[config.mk]
export PLATFORM = sky130hd
export DESIGN_NAME = sh816_front
export DESIGN_NICKNAME = d
export VERILOG_FILES = /design/src/hdl/sh816_pkg.sv /design/src/hdl/sh816_front.sv
export SDC_FILE = /design/constraint.sdc
export NUM_CORES = 1
export LEC_CHECK = 0
export BUFFER_PORTS_ARGS = -buffer_cell sky130_fd_sc_hd__clkbuf_2
export CAP_MARGIN = 5
export CORE_ASPECT_RATIO = 1.4
export CORE_MARGIN = 2
export CORE_UTILIZATION = 40
export CTS_CLUSTER_SIZE = 14
export DETAILED_ROUTE_END_ITERATION = 16
export PLACE_DENSITY = 0.73
export SKIP_LAST_GASP = 1
export SLEW_MARGIN = 0
export SYNTH_ARGS = -nofsm -noshare
export SYNTH_HDL_FRONTEND = slang
export SYNTH_SLANG_ARGS = --single-unit
export TNS_END_PERCENT = 10
[constraint.sdc]
create_clock -name clk -period 3.5 [get_ports clk]
set_input_delay 0.35 -clock clk [delete_from_list [all_inputs] [get_ports clk]]
set_output_delay 0.35 -clock clk [all_outputs]
set_load 0.01 [all_outputs]
[src/hdl/sh816_pkg.sv]
// Shared types, codes and default sizes for the symbol histogram block.
package sh816_pkg;

    localparam int MAX_SYMBOLS_DEF = 65536;
    localparam int COUNT_BITS_DEF  = 32;
    localparam int QUEUE_DEPTH     = 4;

    localparam int BYTE_W    = 8;
    localparam int SYMBOL_W  = 16;
    localparam int REQ_W     = 2;
    localparam int COUNT_O_W = 32;

    localparam logic [REQ_W-1:0] REQ_DATA = 2'd0;
    localparam logic [REQ_W-1:0] REQ_END  = 2'd1;
    localparam logic [REQ_W-1:0] REQ_READ = 2'd2;

    localparam logic OP_BUMP = 1'b0;
    localparam logic OP_READ = 1'b1;

    typedef struct packed {
        logic                kind;
        logic                in_range;
        logic [SYMBOL_W-1:0] symbol;
    } op_t;

endpackage

[src/hdl/sh816_front.sv]
// Front end: accepts commands, pairs bytes and classifies them into count or read operations.
module sh816_front
    import sh816_pkg::*;
#(
    parameter int MAX_SYMBOLS = MAX_SYMBOLS_DEF
)
(
    input  logic                clk,
    input  logic                rst_n,
    input  logic                accept,
    input  logic [REQ_W-1:0]    req_type,
    input  logic [BYTE_W-1:0]   data_byte,
    input  logic [SYMBOL_W-1:0] read_symbol,
    input  logic                cfg_write,
    input  logic                cfg_data,
    output logic                push,
    output op_t                 op
);

    localparam logic [SYMBOL_W:0] SYM_LIMIT = (SYMBOL_W+1)'(MAX_SYMBOLS);

    logic                mode_reg;
    logic                pend_valid_reg;
    logic                pend_valid_next;
    logic [BYTE_W-1:0]   pend_byte_reg;
    logic [BYTE_W-1:0]   pend_byte_next;
    logic                want;
    logic [SYMBOL_W-1:0] sym;
    logic                kind;
    logic                in_range;

    always_comb
    begin
        pend_valid_next = pend_valid_reg;
        pend_byte_next  = pend_byte_reg;
        want            = 1'b0;
        kind            = OP_BUMP;
        sym             = '0;
        case (req_type)
            REQ_DATA:
            begin
                if (!mode_reg)
                begin
                    want = 1'b1;
                    sym  = {{(SYMBOL_W-BYTE_W){1'b0}}, data_byte};
                end
                else if (pend_valid_reg)
                begin
                    want            = 1'b1;
                    sym             = {pend_byte_reg, data_byte};
                    pend_valid_next = 1'b0;
                    pend_byte_next  = '0;
                end
                else
                begin
                    pend_valid_next = 1'b1;
                    pend_byte_next  = data_byte;
                end
            end
            REQ_END:
            begin
                if (pend_valid_reg)
                begin
                    want            = 1'b1;
                    sym             = {{(SYMBOL_W-BYTE_W){1'b0}}, pend_byte_reg};
                    pend_valid_next = 1'b0;
                    pend_byte_next  = '0;
                end
            end
            REQ_READ:
            begin
                want = 1'b1;
                kind = OP_READ;
                sym  = read_symbol;
            end
            default:
            begin
                want = 1'b0;
            end
        endcase
        in_range    = ({1'b0, sym} < SYM_LIMIT);
        push        = accept && want && (in_range || (kind == OP_READ));
        op.kind     = kind;
        op.in_range = in_range;
        op.symbol   = sym;
    end

    always_ff @(posedge clk or negedge rst_n)
    begin
        if (!rst_n)
        begin
            mode_reg       <= 1'b0;
            pend_valid_reg <= 1'b0;
            pend_byte_reg  <= '0;
        end
        else
        begin
            if (cfg_write)
            begin
                mode_reg <= cfg_data;
            end
            if (accept)
            begin
                pend_valid_reg <= pend_valid_next;
                pend_byte_reg  <= pend_byte_next;
            end
        end
    end

endmodule

==> impl_results.md <==
* Crit-path max FO at 18
* Synth unique cells at 26
* Post-route ant nets at 0
* Req. time, crit path at 3.15 ns
* Starting Density at 41.9%
* Sequential share of power at 40.8%
* GR Util All Layers at 18.2%
* H-tree lvl count at 1
* Fillcell total at 226
* DR pass1 iterations at 4
* FF+latch area at 250 µm²
* DIE WIDTH at 44.4 µm
* Worst Slack Setup Final at 1.32 ns
* Clk pwr share at 20.8%
* P_sw at 0.000183 W
* Vias in the first global route at 813
* Mapped Cells at 106
* Kind of end point of the critical path: primary output
* Hold Vio Cnt, Final at 0
* Worst-path clk slew at 0.08 ns
* Die height at 60.5 µm
* Comb pwr share at 38.4%
* Routability Congestion at 0.723
* Ports at 50
* Routed WL at 2290 µm
* Clock Tree Buf Depth at 2
* Dpl ws at 1.64 ns
* P_leak at 0.581 nW
* Average size of a mapped cell at 8.60 µm²
* Startpoint Class: flip-flop
* Slew Limit Fails at 0
* # nets final at 179
* Final setup fails at 0
* 1st-iter DRT viols at 13
* Initial antenna violation count at 0
* Largest register FFs at 8
* Root Buffer: clkbuf_4
* Syn_nets at 137
* Switching Share at 35.7%
* Data arrival, critical path at 1.83 ns
* Total Die Area at 2680 µm²
* Clock skew at 0.00639 ns
* Rel. slew slack at 60.9%
* Commonest non-fill, non-tap cells in the layout: 48 x clkbuf_2, 16 x nand3_1, 14 x nand2_1
* Pwr dens at 445 nW/µm²
* First-pass GRT wire length at 3570 µm
* Commonest non-fill, non-tap cell in the layout: clkbuf_2
* Hold buffer count at cts at 1
* Share of cells above drive strength 1 at 43.5%
* CTS buffer count at 3
* # port buffers at 48
* Min cycle time layout at 2.18 ns
* Setup TNS at 0 ns
* Synth warn at 0
* Cell Area, Synth at 912 µm²
* Site Rows at 20
* Clk_lat worst skew at 0.27 ns
* Post-cts gate resize count at 0
* Worst slew pin tran at 0.586 ns
* Routed via count at 910
* Max Clock Freq at 459 MHz
* Outcome: finished clean
* Hold crit path type: in -> reg
* Layout area overhead at 26.3%
* Max cap viols at 0
* Period utilization at 62.2%
* Largest net degree at the start of global routing at 20
* DRC at 0
* Clk sinks at 10
* Inserted Diodes at 0
* Fin util at 52.9%
* Dpl hpwl at 1760 µm
* DR vias/cell at 5.38
* FF+latch count, synth at 10
* Placed insts at 164
* Post-CTS setup buffer count at 0
* Area of the multi-input gates at 584 µm²
* Power Total at 0.000513 W
* Critical path class: reg -> out
* Core Area at 2180 µm²
* Non-Filler Instances at 169
* Grt ovf at 0
* CTS tree: yes
* Avg WL per Cell at 13.6 µm
* Register area share after synthesis at 27.4%
* P_int at 0.000329 W
* Max VDD drop at 245 µV
* RSZ-0062 raised after global routing: no
[through the flow]
step                area [µm²]  hold WS (ns)
global route              1150         0.320
floorplan                  912        0.0544
finish                    1150         0.314
detailed placement        1110         0.238
global placement          1110         0.235
CTS                       1150         0.308
[worst max-delay path: stages (launching register included)]
cell and delay (ns):
dfrtp_1 0.72, and2_1 0.40, nand3_1 0.12, a21oi_1 0.17, clkbuf_2 0.15
[kinds of logic after synthesis]
logic type             Yosys count  synth area share [%]
buffers and inverters           13                  8.50
muxes                           10                  16.9
DFF                             10                  27.4
AOI/OAI and AO/OA               23                  15.8
and+or+nand+nor                 49                  31.0
other                            1                 0.411
[Yosys cell counts (all sizes together)]
cell	count	area [µm²]
clkbuf	4	16.3
and2	2	12.5
nor2b	3	18.8
dfrtp	10	250
nand2b	3	26.3
mux2	9	131
and3b	1	8.76
nand2	14	52.6
conb	1	3.75
nand3	16	80.1
o21a	2	15.0
clkinv	1	3.75
nor3b	8	60.1
mux2i	1	22.5
a22oi	5	37.5
buf	8	57.6
o21ai	1	5.00
a21oi	12	60.1
a32oi	3	26.3
nor2	2	23.8
[power groups by stage]
stage | clock network [W] | logic (W) | registers, W
floorplan | 0 | 0.000174 | 0.000181
global placement | 0 | 0.000191 | 0.000208
detailed placement | 0 | 0.000198 | 0.000210
CTS | 0.000109 | 0.000199 | 0.000208
global route | 0.000111 | 0.000217 | 0.000215
finish | 0.000107 | 0.000197 | 0.000209
[final cells by class]
class	instances	area share (%)
Tap cell	22	2.39
Timing Repair Buffer	49	21.7
Clock buffer	4	3.15
Sequential cell	10	21.7
Multi-Input combinational cell	83	50.7
Inverter	1	0.326
[metal layers]
metal	routed length (µm)	GRT usage, %
met1	884	21.9
met2	1280	31.9
met3	108	2.08
met4	17	9.09
met5	0	0
[path summary, 6_finish.rpt]
path	cells past startpoint	from	endpoint	slack [ns]
hold reg to reg	1	pend_byte_reg[4]	pend_byte_reg[4]	0.55
setup / recovery	4	pend_valid_reg	op[15]	1.32
max in group asynchronous	2	rst_n	pend_byte_reg[7]	2.80
setup reg to reg	3	pend_valid_reg	pend_byte_reg[1]	1.93
min in group asynchronous	2	rst_n	mode_reg	0.48
hold / removal	2	cfg_data	mode_reg	0.31
Note: power is estimated with default switching activity, not from simulation.
