<file path="src/hdl/sh816_pkg.sv">
// Shared types, codes and default sizes for the symbol histogram block.
package sh816_pkg;

    localparam int MAX_SYMBOLS_DEF = 65536;
    localparam int COUNT_BITS_DEF  = 32;
    localparam int QUEUE_DEPTH     = 4;

    localparam int BYTE_W    = 8;
    localparam int SYMBOL_W  = 16;
    localparam int REQ_W     = 2;
    localparam int COUNT_O_W = 32;

    localparam logic [REQ_W-1:0] REQ_DATA = 2'd0;
    localparam logic [REQ_W-1:0] REQ_END  = 2'd1;
    localparam logic [REQ_W-1:0] REQ_READ = 2'd2;

    localparam logic OP_BUMP = 1'b0;
    localparam logic OP_READ = 1'b1;

    typedef struct packed {
        logic                kind;
        logic                in_range;
        logic [SYMBOL_W-1:0] symbol;
    } op_t;

endpackage

</file>
<file path="src/hdl/sh816_queue.sv">
// Short operation queue between the front end and the count engine.
module sh816_queue
    import sh816_pkg::*;
(
    input  logic clk,
    input  logic rst_n,
    input  logic push,
    input  op_t  push_op,
    input  logic pop,
    output op_t  head_op,
    output logic empty,
    output logic full
);

    localparam int PW = $clog2(QUEUE_DEPTH);

    op_t           slot_reg [QUEUE_DEPTH];
    logic [PW-1:0] wr_ptr_reg;
    logic [PW-1:0] rd_ptr_reg;
    logic [PW:0]   fill_reg;
    logic [PW:0]   fill_next;

    assign empty   = (fill_reg == '0);
    assign full    = (fill_reg == (PW+1)'(QUEUE_DEPTH));
    assign head_op = slot_reg[rd_ptr_reg];

    always_comb
    begin
        fill_next = fill_reg;
        if (push && !pop)
        begin
            fill_next = fill_reg + (PW+1)'(1);
        end
        else if (pop && !push)
        begin
            fill_next = fill_reg - (PW+1)'(1);
        end
    end

    always_ff @(posedge clk)
    begin
        if (push)
        begin
            slot_reg[wr_ptr_reg] <= push_op;
        end
    end

    always_ff @(posedge clk or negedge rst_n)
    begin
        if (!rst_n)
        begin
            wr_ptr_reg <= '0;
            rd_ptr_reg <= '0;
            fill_reg   <= '0;
        end
        else
        begin
            if (push)
            begin
                wr_ptr_reg <= wr_ptr_reg + PW'(1);
            end
            if (pop)
            begin
                rd_ptr_reg <= rd_ptr_reg + PW'(1);
            end
            fill_reg <= fill_next;
        end
    end

endmodule

</file>
<file path="config.mk">
export PLATFORM = sky130hd
export DESIGN_NAME = sh816_queue
export DESIGN_NICKNAME = d
export VERILOG_FILES = /design/src/hdl/sh816_pkg.sv /design/src/hdl/sh816_queue.sv
export SDC_FILE = /design/constraint.sdc
export NUM_CORES = 1
export LEC_CHECK = 0
export BUFFER_PORTS_ARGS = -buffer_cell sky130_fd_sc_hd__buf_2
export CAP_MARGIN = 10
export CORE_MARGIN = 3
export CORE_UTILIZATION = 50
export CTS_CLUSTER_DIAMETER = 50
export DETAILED_ROUTE_END_ITERATION = 7
export PLACE_DENSITY = 0.82
export SETUP_SLACK_MARGIN = 0.5
export SYNTH_ARGS = -nofsm -noshare
export SYNTH_HDL_FRONTEND = slang
export SYNTH_SLANG_ARGS = --single-unit
</file>
<file path="constraint.sdc">
create_clock -name clk -period 1.45 [get_ports clk]
set_input_delay 0 -clock clk [delete_from_list [all_inputs] [get_ports clk]]
set_output_delay 0 -clock clk [all_outputs]
set_load 0.01 [all_outputs]
</file>
==> results of run 1 <==
==> worst max-delay path by stage <==
stage	start	end	slack, ns	cells after the start
detailed placement	push	fill_reg[2]	0.1	7
global placement	push	fill_reg[2]	0.18	7
CTS	rd_ptr_reg[0]	head_op[12]	-0.19	3
global route	rd_ptr_reg[0]	head_op[5]	-0.23	3
finish	rd_ptr_reg[0]	head_op[5]	-0.16	3
floorplan	fill_reg[1]	fill_reg[2]	0.23	4
==> per-layer routing <==
metal  global-route usage [%]  part of all wire (%)
met2                     34.8                    55
met5                        0                     0
met4                     7.43                   2.2
met1                     23.1                    38
met3                     6.65                   4.9
==> cells in the mapped netlist <==
| cell | number |
|---|---|
| nor2_1 | 1 |
| xnor2_1 | 2 |
| mux2_2 | 1 |
| buf_2 | 1 |
| xor2_1 | 4 |
| buf_6 | 2 |
| nand2_1 | 2 |
| nor3_1 | 1 |
| buf_4 | 1 |
| and2_1 | 4 |
| o21ai_0 | 1 |
| edfxtp_1 | 72 |
| nor3b_1 | 1 |
| inv_1 | 4 |
| fa_1 | 1 |
| mux4_2 | 18 |
| ha_1 | 5 |
| dfrtp_1 | 7 |
==> stage by stage <==
stage	std cells	setup slack [ns]
finish	310	-0.162
global route	310	-0.234
CTS	306	-0.190
detailed placement	240	0.0991
global placement	240	0.183
floorplan	128	0.234
==> logic make-up (layout without fill, tap and decap cells) <==
kind of cell    count (synthesis)  after routing  share of synthesized area, %
flops                          79             79                          78.1
buf+inv                         8            112                          1.67
mux                            19             19                          13.9
simple gates                    9             15                          1.63
xor+xnor                        6              6                          1.76
fa+ha+maj                       6              6                          2.76
compound gates                  1              1                         0.167
==> repair_timing <==
action / 4_1_cts / 5_1_grt
setup endpoints to repair: 95 / 98
cloned: 8 / 1
pin swaps: 6 / 5
resized for setup: 38 / 17
endpoints found under the hold margin: 81 / 0
hold buffers: 23 / 0
setup buffers: 19 / 3
==> worst max-delay path: stages (launching register included) <==
cell and delay, ns:
dfrtp_2 0.44, clkbuf_16 0.19, mux4_2 0.51, buf_6 0.14
==> layout make-up <==
| class | count | area [sq um] |
|---|---|---|
| Sequential cell | 79 | 2340 |
| Timing Repair Buffer | 92 | 886 |
| Clock inverter | 4 | 22.5 |
| Tap cell | 72 | 90.1 |
| Clock buffer | 12 | 135 |
| Fill cell | 304 | 1390 |
| Multi-Input combinational cell | 47 | 763 |
| Inverter | 4 | 20.0 |
==> power breakdown <==
part | leakage (nW) | internal, mW | total, mW | switching [mW]
Combinational | 0.759 | 2.14 | 3.65 | 1.51
Clock | 0.0801 | 0.615 | 1.35 | 0.734
Sequential | 0.742 | 3.01 | 3.23 | 0.222
==> impl_metrics.json, run 1 <==
{
  "fin_crit_sh_pct": 111,
  "syn_to_final_growth_pct": 42.2,
  "rsz0062_at_grt": "yes",
  "drt-vias-per-instance": 5.39,
  "clock_sinks": 79,
  "grt_pass1_wl_mm": 10.1,
  "num_io_pins": 42,
  "critical_path_class": "flip-flop to output pin",
  "status": "finished, violations left",
  "ir_worst_vdd_mv": 1.20,
  "slew_headroom_pct": 78.4,
  "reg2reg_from": "wr_ptr_reg[0]",
  "worstHoldStart": "push",
  "io_buffer_count": 41,
  "cts_root_buf": "clkbuf_8",
  "antenna_left": 0,
  "cp.arrival_ns": 1.61,
  "r2r_cells": 5,
  "synth_nets": 156,
  "rrSetupSlack_ns": 0.06,
  "cp_max_fo": 7,
  "syn_inst": 128,
  "finalCoreUtilization_pct": 75.4,
  "whs_ns": 0.0393,
  "die_h_um": 83.4,
  "dpl.hpwl_mm": 3.18,
  "holdPathEnd": "wr_ptr_reg[1]",
  "clock_latency_ns": 0.34,
  "syn_area_sq_mm": 0.00299,
  "numCtsBuffers": 9,
  "powerDensity_mw_per_mm2": 1930,
  "fmax_mhz": 620,
  "dieArea_sq_mm": 0.00695,
  "violations": "negative setup slack",
  "hold_depth": 2,
  "insertedDiodeCount": 0,
  "design.core.area_sq_mm": 0.00564,
  "final_nets": 261,
  "worst_pin_slew_ns": 0.324,
  "vias": 1672,
  "first_global_vias": 1839,
  "synth-seq-cells": 79,
  "finalInstanceArea_sq_mm": 0.00426,
  "drc": 0,
  "p_leak_nw": 1.58,
  "skew_ns": 0.00691,
  "row_count": 27,
  "routedWlPerCell_um": 21.1,
  "finalWorstSetupSlack_ns": -0.162,
  "gp_congestion": 0.647,
  "maxCapViolCount": 0,
  "hp-class": "primary input to flip-flop",
  "drive_gt1_share_pct": 52.9,
  "synth_top_area_cell": "edfxtp_1",
  "tns_ns": -2.58,
  "dpl-instance-area_sq_mm": 0.00330,
  "drtIter0Drc": 72,
  "netlist-cell-type-count": 18,
  "synth_area_leaders": "edfxtp_1, mux4_2, dfrtp_1",
  "ys_seq_area_share_pct": 78.1,
  "finalMaxSlewViolations": 0,
  "track_usage_pct": 20.1,
  "r2r-end": "slot_reg[1][6]",
  "hold_violations": 0,
  "critPathLaunchType": "flip-flop",
  "syn_area_per_cell_sq_um": 23.4,
  "period_needed_ns": 1.61,
  "tritoncts": "built",
  "power_mw": 8.23,
  "grt_max_degree": 16,
  "clk_path_buf_depth": 2,
  "final_common_cell": "edfxtp_1",
  "setup_viol": 18,
  "initial_utilization_pct": 53.0,
  "endpoint_kind": "output pin",
  "routed_wl_mm": 6.55,
  "yosys_warnings": 0,
  "cp_data_required_time_ns": 1.45,
  "largest_reg_flops": 72,
  "path_clk_slew_ns": 0.08,
  "final_cell_mix": "edfxtp_1, buf_2, buf_6, dlygate4sd3_1, mux4_2",
  "dr.pass1.iters": 4,
  "antenna_found_initial": 0,
  "die_w_um": 83.4,
  "synth_top_area_share_pct": 72.2,
  "gr-total-overflow": 0,
  "cts.htree.levels": 3
}
Power figures use the tool's default switching activity.
==> inputs of run 2 (changes only) <==
- REMOVE_ABC_BUFFERS: default -> 1
==> run 2 against run 1 <==
Compared with the run above:
- combinational power is 5% higher
- first-iteration DRC count increased by 78%
- die area stayed put
- via count down 0.90%
- clock power about the same
- critical path depth unchanged
- the flow still finishes with violations (negative setup slack)
- largest power group unchanged
- power grew 2.4%
- global-route usage about the same
- non-clock buffer count grew 10
- core utilization is 2.0 points higher
==> impl_metrics.json, run 2 (synthesis results as in run 1) <==
{
  "tritoncts": "built",
  "cts_root_buf": "clkbuf_8",
  "seqCellArea_sq_mm": 0.00234,
  "gr-total-overflow": 0,
  "drtIter0Drc": 128,
  "path_clk_slew_ns": 0.08,
  "clk_path_buf_depth": 2,
  "skew_ns": 0.0102,
  "r2r_cells": 6,
  "endpoint_kind": "output pin",
  "numCtsBuffers": 9,
  "routed_wl_mm": 6.75,
  "track_usage_pct": 20.0,
  "cp_max_fo": 6,
  "drt-vias-per-instance": 5.28,
  "finalCoreUtilization_pct": 77.5,
  "syn_to_final_growth_pct": 46.0,
  "num_io_pins": 42,
  "io_buffer_count": 41,
  "finalMaxSlewViolations": 0,
  "drc": 0,
  "tns_ns": -3.21,
  "antenna_left": 0,
  "setup_viol": 18,
  "finalWorstSetupSlack_ns": -0.206,
  "status": "finished, violations left",
  "fmax_mhz": 604,
  "antenna_found_initial": 0,
  "reg2reg_from": "wr_ptr_reg[1]",
  "insertedDiodeCount": 0,
  "rrSetupSlack_ns": 0.02,
  "vias": 1657,
  "rsz0062_at_grt": "yes",
  "ir_worst_vdd_mv": 1.42,
  "period_needed_ns": 1.66,
  "maxCapViolCount": 0,
  "multiInputGateArea_sq_um": 717,
  "routedWlPerCell_um": 21.5,
  "design.core.area_sq_mm": 0.00564,
  "fin_crit_sh_pct": 114,
  "final_cell_mix": "edfxtp_1, buf_6, buf_2, dlygate4sd3_1, mux4_2",
  "violations": "negative setup slack",
  "crit_end": "head_op[14]",
  "first_global_vias": 1774,
  "slew_headroom_pct": 77.6,
  "grt_pass1_wl_mm": 10.0,
  "gp_congestion": 0.736,
  "clock_latency_ns": 0.35,
  "largest_reg_flops": 72,
  "critPathLaunchType": "flip-flop",
  "die_h_um": 83.4,
  "dieArea_sq_mm": 0.00695,
  "cts.htree.levels": 3,
  "p_leak_nw": 1.63,
  "final_nets": 265,
  "grt_max_degree": 16,
  "whs_ns": 0.198,
  "hp-class": "primary input to flip-flop",
  "initial_utilization_pct": 53.0,
  "dr.pass1.iters": 4,
  "nFillCells": 272,
  "critPathLaunch": "rd_ptr_reg[0]",
  "hold_violations": 0,
  "cp.arrival_ns": 1.66,
  "die_w_um": 83.4,
  "critical_path_class": "flip-flop to output pin",
  "row_count": 27,
  "r2r-end": "slot_reg[0][7]",
  "drive_gt1_share_pct": 55.4,
  "cp_data_required_time_ns": 1.45,
  "clock_sinks": 79,
  "dpl.hpwl_mm": 3.34,
  "worst_pin_slew_ns": 0.334,
  "final_common_cell": "edfxtp_1",
  "powerDensity_mw_per_mm2": 1930
}
==> run 2: timing repair <==
action | in CTS | in global routing
setup buffers | 18 | 4
pin swaps | 6 | 5
endpoints found under the setup margin | 96 | 99
hold endpoints to repair | 83 | 0
hold buffers | 22 | 0
gates cloned | 5 | 1
resized for setup | 52 | 22
==> run 2: how the worst min path moves through the flow <==
stage	to	slack [ns]	depth (start not counted)	startpoint
5_1_grt	fill_reg[0]	0.21	4	pop
3_5_place_dp	fill_reg[0]	-0.16	1	rst_n
4_1_cts	fill_reg[0]	0.13	4	pop
2_1_floorplan	fill_reg[0]	-0.30	0	rst_n
3_3_place_gp	fill_reg[0]	-0.16	1	rst_n
6_report	fill_reg[0]	0.20	4	pop
==> run 2: final cells by class <==
cell class	count	area share (%)
flip-flops and latches	79	53.5
clock buffers	9	2.83
multi-input cells	41	16.4
well taps	72	2.06
repair buffers	102	23.9
inverters	4	0.344
clock inverters	7	0.916
==> run 2: through the flow <==
stage	instances	instance area (sq um)	power [mW]	setup WS (ns)
finish	314	4370	8.42	-0.206
global route	314	4370	8.82	-0.266
CTS	309	4200	7.86	-0.184
detailed placement	248	3360	5.45	-0.0161
global placement	248	3360	5.32	0.132
floorplan	124	2960	4.51	-0.135
==> run 2: critical path, stage by stage (launching register included) <==
cell       delay (ns)
dfrtp_2          0.45
clkbuf_16        0.19
mux4_2           0.52
buf_6            0.14
==> run 2: layer usage <==
metal  up-vias  global-route usage [%]  wire length (um)  share of wire [%]
met5         -                       0                 0                  0
met4         0                    7.88                95                1.4
met3         8                    4.96               310                4.6
met2        58                    34.8              3720                 55
met1       859                    24.0              2630                 39
li1        732                       -                 -                  -
==> run 2: where the power goes <==
part           internal (mW)  switching, mW  leakage, nW
registers               3.01          0.212        0.742
clock network          0.605          0.767       0.0862
logic                   2.29           1.54        0.801
total                   5.91           2.52         1.63
